## config.mk

```make
export PLATFORM = sky130hd
export DESIGN_NAME = group_reverse_stream_core_flat
export DESIGN_NICKNAME = d
export VERILOG_FILES = /design/src/rtl/grs_pkg.sv /design/src/rtl/grs_if.sv /design/src/rtl/grs_ctrl.sv /design/src/rtl/grs_datapath.sv /design/src/rtl/group_reverse_stream_core.sv /design/src/flat_wrapper.sv
export SDC_FILE = /design/constraint.sdc
export NUM_CORES = 1
export LEC_CHECK = 0
export ABC_AREA = 1
export BUFFER_PORTS_ARGS = -buffer_cell sky130_fd_sc_hd__buf_2
export CORE_MARGIN = 2
export CORE_UTILIZATION = 47
export DETAILED_ROUTE_END_ITERATION = 8
export PLACE_DENSITY = 0.66
export SLEW_MARGIN = 10
export SYNTH_ARGS = -nofsm -noshare
export SYNTH_HDL_FRONTEND = slang
export SYNTH_SLANG_ARGS = --single-unit
```

## constraint.sdc

```tcl
create_clock -name clk -period 2.9 [get_ports clk]
set_input_delay 0.58 -clock clk [delete_from_list [all_inputs] [get_ports clk]]
set_output_delay 0.58 -clock clk [all_outputs]
set_load 0.005 [all_outputs]
```

## src/rtl/grs_pkg.sv

```systemverilog
// Shared constants and types for the group reverse stream block.
// Depends on nothing; every other file takes names from here by scope.
package grs_pkg;

	localparam int MAX_GROUP = 16;
	localparam int PAYLOAD_W = 32;
	localparam int CFG_W     = 5;
	localparam int IDX_W     = (MAX_GROUP > 1) ? $clog2(MAX_GROUP) : 1;
	localparam int CNT_W     = $clog2(MAX_GROUP + 1);
	localparam int CMP_W     = (CNT_W > CFG_W) ? CNT_W : CFG_W;
	localparam logic [CFG_W-1:0] GROUP_SIZE_RESET = CFG_W'(2);

	typedef enum logic {
		ST_ACCEPT,
		ST_DRAIN
	} grs_state_t;

	// Controller to datapath.
	typedef struct packed {
		logic accept;
		logic load;
	} grs_cmd_t;

	// Datapath to controller.
	typedef struct packed {
		logic emit;
		logic drain_last;
		logic out_full;
	} grs_sts_t;

endpackage

```

## src/rtl/grs_if.sv

```systemverilog
// Channel interfaces for the group reverse stream block: items in, results out,
// and the group size write port. Depends on grs_pkg for widths.
interface grs_in_if;
	logic                           valid;
	logic                           ready;
	logic [grs_pkg::PAYLOAD_W-1:0]  item_payload;
	logic                           stream_end;
	modport source (output valid, output item_payload, output stream_end, input ready);
	modport sink (input valid, input item_payload, input stream_end, output ready);
endinterface

interface grs_out_if;
	logic                           valid;
	logic                           ready;
	logic [grs_pkg::PAYLOAD_W-1:0]  out_payload;
	logic                           out_last;
	modport source (output valid, output out_payload, output out_last, input ready);
	modport sink (input valid, input out_payload, input out_last, output ready);
endinterface

interface grs_cfg_if;
	logic                       valid;
	logic                       ready;
	logic [grs_pkg::CFG_W-1:0]  group_size;
	modport source (output valid, output group_size, input ready);
	modport sink (input valid, input group_size, output ready);
endinterface

```

## src/rtl/grs_ctrl.sv

```systemverilog
// Controller state machine for the group reverse stream block.
// Depends on grs_pkg for the state type and the command and status structs.
module grs_ctrl (
	input  logic                clk,
	input  logic                arst_n,
	input  logic                in_valid,
	output logic                in_ready,
	input  logic                out_ready,
	input  grs_pkg::grs_sts_t   sts,
	output grs_pkg::grs_cmd_t   cmd
);

	grs_pkg::grs_state_t state_q;
	grs_pkg::grs_state_t state_next;

	always_ff @(posedge clk or negedge arst_n) begin
		if (!arst_n) begin
			state_q <= grs_pkg::ST_ACCEPT;
		end else begin
			state_q <= state_next;
		end
	end

	always_comb begin
		state_next = state_q;
		unique case (state_q)
			grs_pkg::ST_ACCEPT: begin
				if (in_valid && sts.emit) begin
					state_next = grs_pkg::ST_DRAIN;
				end
			end
			grs_pkg::ST_DRAIN: begin
				if ((!sts.out_full || out_ready) && sts.drain_last) begin
					state_next = grs_pkg::ST_ACCEPT;
				end
			end
			default: state_next = grs_pkg::ST_ACCEPT;
		endcase
	end

	always_comb begin
		in_ready   = 1'b0;
		cmd.accept = 1'b0;
		cmd.load   = 1'b0;
		unique case (state_q)
			grs_pkg::ST_ACCEPT: begin
				in_ready   = 1'b1;
				cmd.accept = in_valid;
			end
			grs_pkg::ST_DRAIN: begin
				// A read is issued whenever the output register is free or being emptied.
				cmd.load = !sts.out_full || out_ready;
			end
			default: begin
				in_ready = 1'b0;
			end
		endcase
	end

endmodule

```

## src/rtl/grs_datapath.sv

```systemverilog
// Datapath of the group reverse stream block: group buffer, fill and read
// counters, group size register and output register. Depends on grs_pkg, grs_if.
module grs_datapath (
	input  logic                clk,
	input  logic                arst_n,
	grs_in_if.sink              items,
	grs_out_if.source           results,
	grs_cfg_if.sink             cfg,
	input  grs_pkg::grs_cmd_t   cmd,
	output grs_pkg::grs_sts_t   sts
);

	logic [grs_pkg::PAYLOAD_W-1:0] store_mem [grs_pkg::MAX_GROUP];

	logic [grs_pkg::CFG_W-1:0]     group_size_q;
	logic [grs_pkg::IDX_W-1:0]     fill_q;
	logic [grs_pkg::IDX_W-1:0]     rd_idx_q;
	logic [grs_pkg::CNT_W-1:0]     remain_q;
	logic                          rev_q;
	logic                          end_q;
	logic                          out_valid_q;
	logic [grs_pkg::PAYLOAD_W-1:0] out_payload_q;
	logic                          out_last_q;

	logic [grs_pkg::CMP_W-1:0]     gs_ext;
	logic [grs_pkg::CMP_W-1:0]     size_eff;
	logic [grs_pkg::CNT_W-1:0]     n_count;
	logic                          full_group;

	assign cfg.ready = 1'b1;

	// Sizes of zero act as one; sizes above the buffer depth are clamped.
	always_comb begin
		gs_ext = grs_pkg::CMP_W'(group_size_q);
		priority if (gs_ext == '0) begin
			size_eff = grs_pkg::CMP_W'(1);
		end else if (gs_ext > grs_pkg::CMP_W'(grs_pkg::MAX_GROUP)) begin
			size_eff = grs_pkg::CMP_W'(grs_pkg::MAX_GROUP);
		end else begin
			size_eff = gs_ext;
		end
	end

	assign n_count    = grs_pkg::CNT_W'(fill_q) + grs_pkg::CNT_W'(1);
	assign full_group = grs_pkg::CMP_W'(n_count) >= size_eff;

	assign sts.emit       = full_group || items.stream_end;
	assign sts.drain_last = remain_q == grs_pkg::CNT_W'(1);
	assign sts.out_full   = out_valid_q;

	always_ff @(posedge clk or negedge arst_n) begin
		if (!arst_n) begin
			group_size_q <= grs_pkg::GROUP_SIZE_RESET;
		end else if (cfg.valid) begin
			group_size_q <= cfg.group_size;
		end
	end

	always_ff @(posedge clk) begin
		if (cmd.accept) begin
			store_mem[fill_q] <= items.item_payload;
		end
	end

	always_ff @(posedge clk or negedge arst_n) begin
		if (!arst_n) begin
			fill_q   <= '0;
			rd_idx_q <= '0;
			remain_q <= '0;
			rev_q    <= 1'b0;
			end_q    <= 1'b0;
		end else if (cmd.accept) begin
			if (sts.emit) begin
				fill_q   <= '0;
				remain_q <= n_count;
				rev_q    <= full_group;
				end_q    <= items.stream_end;
				// A full group drains from the newest entry down; a partial tail from entry zero up.
				rd_idx_q <= full_group ? fill_q : '0;
			end else begin
				fill_q <= fill_q + grs_pkg::IDX_W'(1);
			end
		end else if (cmd.load) begin
			remain_q <= remain_q - grs_pkg::CNT_W'(1);
			rd_idx_q <= rev_q ? (rd_idx_q - grs_pkg::IDX_W'(1))
			                  : (rd_idx_q + grs_pkg::IDX_W'(1));
		end
	end

	always_ff @(posedge clk) begin
		if (cmd.load) begin
			out_payload_q <= store_mem[rd_idx_q];
			out_last_q    <= sts.drain_last && end_q;
		end
	end

	always_ff @(posedge clk or negedge arst_n) begin
		if (!arst_n) begin
			out_valid_q <= 1'b0;
		end else if (cmd.load) begin
			out_valid_q <= 1'b1;
		end else if (results.ready) begin
			out_valid_q <= 1'b0;
		end
	end

	assign results.valid       = out_valid_q;
	assign results.out_payload = out_payload_q;
	assign results.out_last    = out_last_q;

endmodule

```

## src/rtl/group_reverse_stream_core.sv

```systemverilog
// Top level of the group reverse stream block: controller plus datapath.
// Depends on grs_pkg, grs_if, grs_ctrl and grs_datapath.
//
//  channel  | port    | beat carries                   | direction
//  ---------+---------+--------------------------------+----------
//  items    | items   | item_payload[31:0], stream_end | in
//  results  | results | out_payload[31:0], out_last    | out
//  config   | cfg     | group_size[4:0]                | in
//
// An item that completes no group is stored and the next item may follow. An item that closes a group
// of n items is stored and then the n items drain, one beat per cycle while the output is not stalled;
// items wait while the buffer drains.
// Reset clears the counters, the output valid and sets the group size to 2.
// A stalled result holds in the output register and pauses the drain.
module group_reverse_stream_core (
	input  logic       clk,
	input  logic       arst_n,
	grs_in_if.sink     items,
	grs_out_if.source  results,
	grs_cfg_if.sink    cfg
);

	grs_pkg::grs_cmd_t cmd;
	grs_pkg::grs_sts_t sts;

	grs_ctrl u_ctrl (
		.clk       (clk),
		.arst_n    (arst_n),
		.in_valid  (items.valid),
		.in_ready  (items.ready),
		.out_ready (results.ready),
		.sts       (sts),
		.cmd       (cmd)
	);

	grs_datapath u_datapath (
		.clk     (clk),
		.arst_n  (arst_n),
		.items   (items),
		.results (results),
		.cfg     (cfg),
		.cmd     (cmd),
		.sts     (sts)
	);

endmodule

```

## src/flat_wrapper.sv

```systemverilog
// flat-port wrapper written by rule: the top's interface ports become plain ports
module group_reverse_stream_core_flat 
  (clk, arst_n, items_valid, items_item_payload, items_stream_end, items_ready, results_valid, results_out_payload, results_out_last, results_ready, cfg_valid, cfg_group_size, cfg_ready);
  grs_in_if items_i ();
  grs_out_if results_i ();
  grs_cfg_if cfg_i ();
  input  logic clk;
  input  logic arst_n;
  input wire logic [$bits(items_i.valid)-1:0] items_valid;
  input wire logic [$bits(items_i.item_payload)-1:0] items_item_payload;
  input wire logic [$bits(items_i.stream_end)-1:0] items_stream_end;
  output wire logic [$bits(items_i.ready)-1:0] items_ready;
  output wire logic [$bits(results_i.valid)-1:0] results_valid;
  output wire logic [$bits(results_i.out_payload)-1:0] results_out_payload;
  output wire logic [$bits(results_i.out_last)-1:0] results_out_last;
  input wire logic [$bits(results_i.ready)-1:0] results_ready;
  input wire logic [$bits(cfg_i.valid)-1:0] cfg_valid;
  input wire logic [$bits(cfg_i.group_size)-1:0] cfg_group_size;
  output wire logic [$bits(cfg_i.ready)-1:0] cfg_ready;
  assign items_i.valid = items_valid;
  assign items_i.item_payload = items_item_payload;
  assign items_i.stream_end = items_stream_end;
  assign items_ready = items_i.ready;
  assign results_valid = results_i.valid;
  assign results_out_payload = results_i.out_payload;
  assign results_out_last = results_i.out_last;
  assign results_i.ready = results_ready;
  assign cfg_i.valid = cfg_valid;
  assign cfg_i.group_size = cfg_group_size;
  assign cfg_ready = cfg_i.ready;
  group_reverse_stream_core u_core (.clk(clk), .arst_n(arst_n), .items(items_i), .results(results_i), .cfg(cfg_i));
endmodule
```

Yosys cells after proc, flatten, opt, wreduce, memory -nomap -nowiden
Memory sizes are Yosys's and may differ from the RTL's. A register that Yosys moved wholly into a read port is not among the register bits.
Index checks and enable logic that the tools add are counted.
{"block": "totals", "regBits": 23, "mem_bits_rw": 512, "in_bits": 43, "output_inout_bits": 36, "word_cells": 52, "memories": 1}
{"name": "u_core.u_datapath.store_mem", "depth": 16, "word_bits": 32, "rd": 1, "rd_clocked_by_memory_dff": 1, "wr": 1, "line_no": "grs_datapath.sv:13", "rtl": "logic [grs_pkg::PAYLOAD_W-1:0] store_mem [grs_pkg::MAX_GROUP];"}
{"block": "op_classes", "add_sub_neg": 5, "magnitude_cmp": 2, "n_eq_ne": 2, "muxes": 21, "bitwise": 1, "n_reduce_logical": 11}
{"operator": "5-bit 2-to-1 mux", "count": 5}
{"operator": "4-bit 2-to-1 mux", "count": 6}
{"operator": "1-bit 2-to-1 mux", "count": 9}
{"operator": "4-bit by 1-bit adder with 4-bit output (second input constant)", "count": 2}
{"operator": "4-bit by 1-bit adder with 5-bit output (second input constant)", "count": 1}
{"operator": "5-bit by 1-bit equality test with 1-bit output (second input constant)", "count": 1}
{"operator": "5-bit >= comparator", "count": 1}
{"operator": "5-bit > comparator (second input constant)", "count": 1}
{"operator": "5-bit zero test", "count": 1}
{"operator": "5-bit by 1-bit subtractor with 5-bit output (second input constant)", "count": 1}
{"operator": "2-bit AND reduction", "count": 2}
{"operator": "2-bit nonzero test", "count": 2}
{"operator": "4-bit by 1-bit subtractor with 4-bit output (second input constant)", "count": 1}
{"operator": "1-bit logical AND", "count": 3}
{"operator": "1-bit logical OR", "count": 2}
{"operator": "2-bit inequality test (second input constant)", "count": 1}
{"operator": "1-bit one-hot mux with 2 select lines", "count": 1}
{"operator": "1-bit zero test", "count": 1}
{"operator": "1-bit NOT", "count": 1}

Logic depth before layout (Yosys ltp)
Gate-level depths: netlist of the first run.
{"block": "logic_depth", "word_depth": 8, "ltp_mapped": 12}

Least setup slack after synthesis of the first run
OpenSTA, ideal clock, no wires.
{"block": "synth_timing", "path_type": "input to register", "from": "in results_ready", "to": "reg u_core.u_datapath.rd_idx_q[0] (netlist bit)", "setup_time_ps": 66, "t_arrival_ps": 3307, "required_time_ps": 2834, "path_slack_ps": -473, "cell_stages": 8, "n_path_buf": 0, "path_cell_list": "inv_1 nand2_1 inv_1 nor2_1 clkinv_1 nand2_1 nand2_1 nand2_1"}
{"element": "from (decl)", "line_no": "flat_wrapper.sv:16", "rtl": "input wire logic [$bits(results_i.ready)-1:0] results_ready;"}
{"element": "to (signal assigned)", "line_no": "grs_datapath.sv:79", "rtl": "rd_idx_q <= full_group ? fill_q : '0;"}
{"element": "to (signal assigned)", "line_no": "grs_datapath.sv:85", "rtl": "rd_idx_q <= rev_q ? (rd_idx_q - grs_pkg::IDX_W'(1))"}
{"element": "to (decl)", "line_no": "grs_datapath.sv:17", "rtl": "logic [grs_pkg::IDX_W-1:0] rd_idx_q;"}

==> results of run 1 <==
## cells in the mapped netlist (all sizes together) (2+ instances only)
cell	n	area share (%)
a21oi	53	1.2
nor2	258	4.3
nand2	131	2.2
clkbuf	64	1.1
xor2	3	0.12
o22ai	3	0.083
dfrtp	21	2.3
o211ai	160	5.3
edfxtp	545	72
nand3	81	1.8
clkinv	2	0.033
o21ai	237	5.2
buf	45	1.4
ha	13	0.72
inv	106	1.8
## kinds of logic (layout without fill, tap and decap cells)
family / Yosys count / count (layout)
compound gates: 453 / 453
xor+xnor: 4 / 4
flops: 567 / 567
mux: 1 / 1
simple gates: 472 / 472
buf+inv: 217 / 340
other cells: 1 / 2
fa+ha+maj: 14 / 14
## worst max-delay path: stages (launching register included)
cell,delay (ns)
dfrtp_4,0.65
inv_4,0.34
buf_12,0.30
nor2_1,0.07
nor2_1,0.07
o21ai_0,0.10
o211ai_1,0.18
nand3_1,0.18
nand2_1,0.10
## cell type report
cell class                 count  area share (%)
clock buffer                  68            5.61
inverter                     108            1.59
tap                          615            2.98
timing repair buffer         127            3.88
multi-input combinational    945            19.0
sequential                   567            65.6
antenna                        1         0.00970
clock inverter                37            1.24
## worst paths after layout
path	from	slack, ns	end
max reg2reg	u_core.u_datapath.rd_idx_q[0]	0.71	u_core.u_datapath.results.out_payload[3]
max	u_core.u_datapath.rd_idx_q[0]	0.71	u_core.u_datapath.results.out_payload[3]
min	cfg_group_size[0]	0.19	u_core.u_datapath.group_size_q[0]
min reg2reg	u_core.u_datapath.results.valid	0.49	u_core.u_datapath.results.valid
max in group asynchronous	arst_n	2.03	u_core.u_datapath.rd_idx_q[1]
min in group asynchronous	arst_n	0.48	u_core.u_datapath.remain_q[1]
## per-stage QoR
stage / TNS (ns) / setup WS [ns] / std cells / utilization (%)
after global routing: 0 / 0.486 / 2467 / 54.1
after floorplan: -34.35 / -0.0895 / 1729 / -
after CTS: 0 / 0.715 / 2467 / 54.1
final: 0 / 0.710 / 2468 / 54.1
after detailed placement: 0 / 0.725 / 2361 / 50.4
after global placement: 0 / 0.767 / 2361 / 50.4
## where the power goes
group          switching [mW]  total (mW)  internal (mW)
combinational            4.78        6.98           2.20
clock                    3.05        6.98           3.93
sequential              0.337        10.1           9.80
## sequential cells by signal (all words and copies together) (netlist names), 4 cells and up
name and flops:
u_core.u_datapath.store_mem 512, u_core.u_datapath.results.out_payload 32, u_core.u_datapath.group_size_q 5, u_core.u_datapath.remain_q 5
u_core.u_datapath.fill_q 4, u_core.u_datapath.rd_idx_q 4
## per-layer routing
| metal | share of wire, % | vias to the layer above | routed length (um) |
|---|---|---|---|
| li1 | - | 6463 | - |
| met1 | 44 | 6865 | 23100 |
| met2 | 47 | 521 | 24500 |
| met3 | 6.8 | 80 | 3540 |
| met4 | 2.4 | 2 | 1250 |
| met5 | 0.021 | - | 11 |
==> flow_metrics.py, run 1 <==
metrics = {
    "global_route": {
        "use_met1_pct": 30.3,
        "antenna_found_initial": 1,
        "grt_max_degree": 163,
        "grt_usage_pct": 21.1,
        "gr-total-overflow": 0,
        "grt_pass1_vias": 13800,
        "met2_usage_pct": 33.6,
        "busiest_layer": "met2",
        "grt_pass1_wl_um": 81200,
        "met3_usage_pct": 2.98,
    },
    "timing": {
        "whs_ns": 0.190,
        "hold_viol": 0,
        "fin_skew_ns": 0.0158,
        "rsz0062_at_grt": "false",
        "max_freq_mhz": 457,
        "fin_crit_sh_pct": 75.5,
        "drv_slew": 0,
        "finalCriticalPeriod_ns": 2.19,
        "timing.slew.headroom_pct": 45.9,
        "finalSetupViolations": 0,
        "worst_pin_slew_ns": 0.811,
    },
    "logic_synthesis": {
        "ys.flop_type": "edfxtp_1",
        "synth_edf_count": 545,
        "synth_cells": 1729,
        "synthSimpleGateAreaFrac_pct": 8.29,
        "synth_top_family_by_area": "compound AO/OA/AOI/OAI gates",
        "syn-cell-area_sq_um": 22700,
        "syn_nets": 1786,
        "synth_adder_area_share_pct": 0.806,
        "synth_xor_area_share_pct": 0.155,
        "yosysWarnings": 0,
        "synth_seq_area_share_pct": 74.6,
        "synth_mux_area_share_pct": 0.0497,
        "syn_avg_cell_area_sq_um": 13.1,
        "async_flop_share_pct": 3.88,
        "synth_compound_area_share_pct": 11.8,
        "yosysUniqueCellTypes": 28,
        "ys_ff_latch": 567,
    },
    "clock_network": {
        "post_cts_resized": 0,
        "cts_buffers": 56,
        "clk_pin_slew_worst_paths_ns": 0.06,
        "tritoncts": "built",
        "cts_hold_buf": 1,
        "cts_setup_buffers": 0,
        "cts-htree-levels": 2,
        "cts_max_path_buffers": 3,
        "clock_latency_ns": 0.62,
        "cts.sinks": 567,
        "cts_root_buffer": "clkbuf_16",
    },
    "placement": {
        "placed_area_sq_um": 24000,
        "place_congestion": 0.832,
        "hpwl_um": 29700,
        "io_buffers": 77,
    },
    "setup_path": {
        "r2r_cells": 8,
        "endpoint_kind": "flop",
        "crit_fanout": 55,
        "worstSetupStartpointType": "flop",
        "critPathArrivalTime_ns": 2.66,
        "cp_data_required_time_ns": 3.37,
        "worstSetupPathType": "flop to flop",
    },
    "final_layout": {
        "ff_latch_area_sq_um": 16900,
        "synthToLayoutAreaGrowth_pct": 13.7,
        "final.fill_count": 3872,
        "final_cell_area_sq_um": 25800,
        "layout_common_cells": "edfxtp_1, nor2_1, o21ai_0",
        "final_common_cell": "edfxtp_1",
        "layout-drive-gt1-share_pct": 12.5,
        "multi_input_area_sq_um": 4910,
        "nNetsFinal": 1862,
    },
    "power_and_ir_drop": {
        "p_leak_nw": 8.83,
        "peakVddDrop_v": 0.000553,
        "p_total_mw": 24.1,
        "cellPowerDensity_nw_per_um2": 934,
    },
    "floorplanning": {
        "die_height_um": 224,
        "start_util_pct": 47.6,
        "placementRows": 80,
        "die_x_um": 224,
        "core_sq_um": 47600,
        "die-area_sq_um": 50000,
        "ios": 79,
    },
    "routing": {
        "drt-initial-drc-count": 1395,
        "ant_nets": 0,
        "drt_first_pass_iters": 5,
        "dr_total_vias": 13900,
        "totalWireLength_um": 52400,
        "drc": 0,
        "via_per_inst": 5.64,
        "wl_per_cell_um": 21.2,
    },
    "flow_run": {
        "max_cap_violations": 0,
    },
    "hold_path": {
        "hp-class": "primary input to flop",
        "min_path_cells": 3,
    },
    "status": {
        "outcome": "finished, final reports clean",
    },
}
Power figures use the tool's default switching activity.
==> inputs of run 2 (changes only) <==
clock period = 1.82 ns   (was 2.9 ns; I/O delays follow)
==> flow_metrics.py, run 2 (same netlist as run 1, synthesis figures left out) <==
metrics = {
    "clock_network": {
        "clock_latency_ns": 0.60,
        "clk_pin_slew_worst_paths_ns": 0.06,
        "cts_max_path_buffers": 3,
        "cts_buffers": 55,
        "cts.sinks": 567,
        "cts_root_buffer": "clkbuf_16",
        "tritoncts": "built",
        "cts-htree-levels": 2,
    },
    "setup_path": {
        "endpoint_kind": "flop",
        "critPathMostFrequentCell": "nand2_1",
        "worstSetupPathType": "flop to flop",
        "cp_top_family": "simple AND/OR/NAND/NOR gates",
        "critPathSlowestCell": "dfrtp_2",
        "critPathArrivalTime_ns": 2.43,
        "crit_fanout": 5,
        "path_cells": "ha_4 > xor2_2 > ha_1 > nand2_1 > nor2_1 > nand2_1 > nand4_1 > nand2_2 > buf_4 > nand3_1 > nand2_1",
        "r2r_start": "u_core.u_datapath.fill_q[0]",
        "worstSetupStartpointType": "flop",
        "max_stage_delay_ns": 0.45,
        "crit_buf_inv": 1,
        "startpoint": "u_core.u_datapath.fill_q[0]",
        "cp_data_required_time_ns": 2.30,
    },
    "timing": {
        "worst_slack_ns": -0.129,
        "drv_slew": 0,
        "timing.slew.headroom_pct": 65.8,
        "tns_ns": -1.11,
        "rsz0062_at_grt": "true",
        "fin_skew_ns": 0.0180,
        "finalCriticalPeriod_ns": 1.95,
        "hold_viol": 0,
        "fin_crit_sh_pct": 107,
        "worst_pin_slew_ns": 0.513,
        "max_freq_mhz": 513,
        "finalSetupViolations": 11,
        "whs_ns": 0.0608,
    },
    "floorplanning": {
        "die_x_um": 224,
        "placementRows": 80,
        "die_height_um": 224,
        "ios": 79,
        "die-area_sq_um": 50000,
        "core_sq_um": 47600,
        "start_util_pct": 47.6,
    },
    "hold_path": {
        "min-delay-start": "items_stream_end",
        "hp-class": "primary input to flop",
    },
    "placement": {
        "hpwl_um": 29700,
        "io_buffers": 77,
        "place_congestion": 0.753,
        "placed_area_sq_um": 24800,
    },
    "global_route": {
        "grt_max_degree": 85,
        "grt_pass1_wl_um": 81800,
        "gr-total-overflow": 0,
        "grt_usage_pct": 21.5,
        "antenna_found_initial": 1,
        "grt_pass1_vias": 13900,
    },
    "power_and_ir_drop": {
        "p_total_mw": 40.0,
        "peakVddDrop_v": 0.000820,
        "p_leak_nw": 9.34,
        "cellPowerDensity_nw_per_um2": 1490,
    },
    "final_layout": {
        "largest_register_ffs": 512,
        "layout_common_cells": "edfxtp_1, nor2_1, o21ai_0",
        "fin_util_pct": 56.5,
        "largest-register": "u_core.u_datapath.store_mem",
        "diodes": 0,
        "synthToLayoutAreaGrowth_pct": 18.6,
        "final_cell_area_sq_um": 26900,
        "nNetsFinal": 1931,
        "layout-drive-gt1-share_pct": 17.2,
        "final_common_cell": "edfxtp_1",
    },
    "routing": {
        "totalWireLength_um": 54300,
        "drc": 0,
        "dr_total_vias": 14200,
        "wl_per_cell_um": 21.4,
        "drt-initial-drc-count": 1469,
        "drt_first_pass_iters": 5,
        "via_per_inst": 5.61,
        "ant_nets": 0,
    },
    "flow_run": {
        "max_cap_violations": 0,
    },
    "status": {
        "violations": "setup timing",
        "outcome": "finished with violations",
    },
}
[run 2: changes by cell type in the layout (fill, tap and decap cells not counted), sizes merged]
cell and change:
buf +57, clkinv -3, bufinv -1, diode -1, clkbuf +8, clkinvlp -1, dlygate4sd3 +6
[run 2: power breakdown]
group / switching, mW / internal (mW) / total [mW]
combinational: 8.23 / 4.95 / 13.2
sequential: 0.461 / 15.7 / 16.1
clock: 4.69 / 5.98 / 10.7
[run 2: tightest hold or removal path, delay by kind of cell]
family	cells	cell delay [ns]
compound gates	1	0.05
buf+inv	1	0.11
simple gates	2	0.10
[run 2: path summary, 6_finish.rpt]
path                                                   end  slack (ns)  cells past startpoint
min in group asynchronous            u_core.u_ctrl.state_q        0.27                      2
max reg2reg                  u_core.u_datapath.rd_idx_q[1]       -0.13                     11
min reg2reg                u_core.u_datapath.results.valid        0.49                      2
max                          u_core.u_datapath.rd_idx_q[1]       -0.13                     11
max in group asynchronous    u_core.u_datapath.rd_idx_q[1]        1.15                      2
min                            u_core.u_datapath.fill_q[0]        0.06                      4
[run 2: what timing repair did]
action,4_1_cts,5_1_grt
hold buffers,7,0
gates resized for setup,11,31
endpoints found under the setup margin,16,80
pin swaps,7,14
gates cloned,0,7
hold endpoints to repair,27,0
buffers inserted,2,9
[run 2: per-stage QoR]
step | std cells | setup slack (ns)
5_1_grt | 2533 | -0.261
4_1_cts | 2517 | -0.0946
3_5_place_dp | 2407 | -0.177
2_1_floorplan | 1729 | -0.0266
6_report | 2533 | -0.129
3_3_place_gp | 2407 | -0.0866
[run 2: final cells by class]
| type | instances | area (sq um) |
|---|---|---|
| clock buffer | 69 | 1430 |
| clock inverter | 32 | 241 |
| fill | 3733 | 20700 |
| inverter | 108 | 413 |
| multi-input combinational | 945 | 5070 |
| sequential | 567 | 16900 |
| tap | 615 | 769 |
| timing repair buffer | 197 | 2050 |
[run 2: routing by layer]
metal | track usage (%) | share of wire (%) | vias to the layer above
li1 | - | - | 6599
met4 | 6.65 | 2.3 | 2
met3 | 3.58 | 6.3 | 92
met1 | 29.8 | 43 | 7005
met5 | 0 | 0.024 | -
met2 | 35.1 | 48 | 507
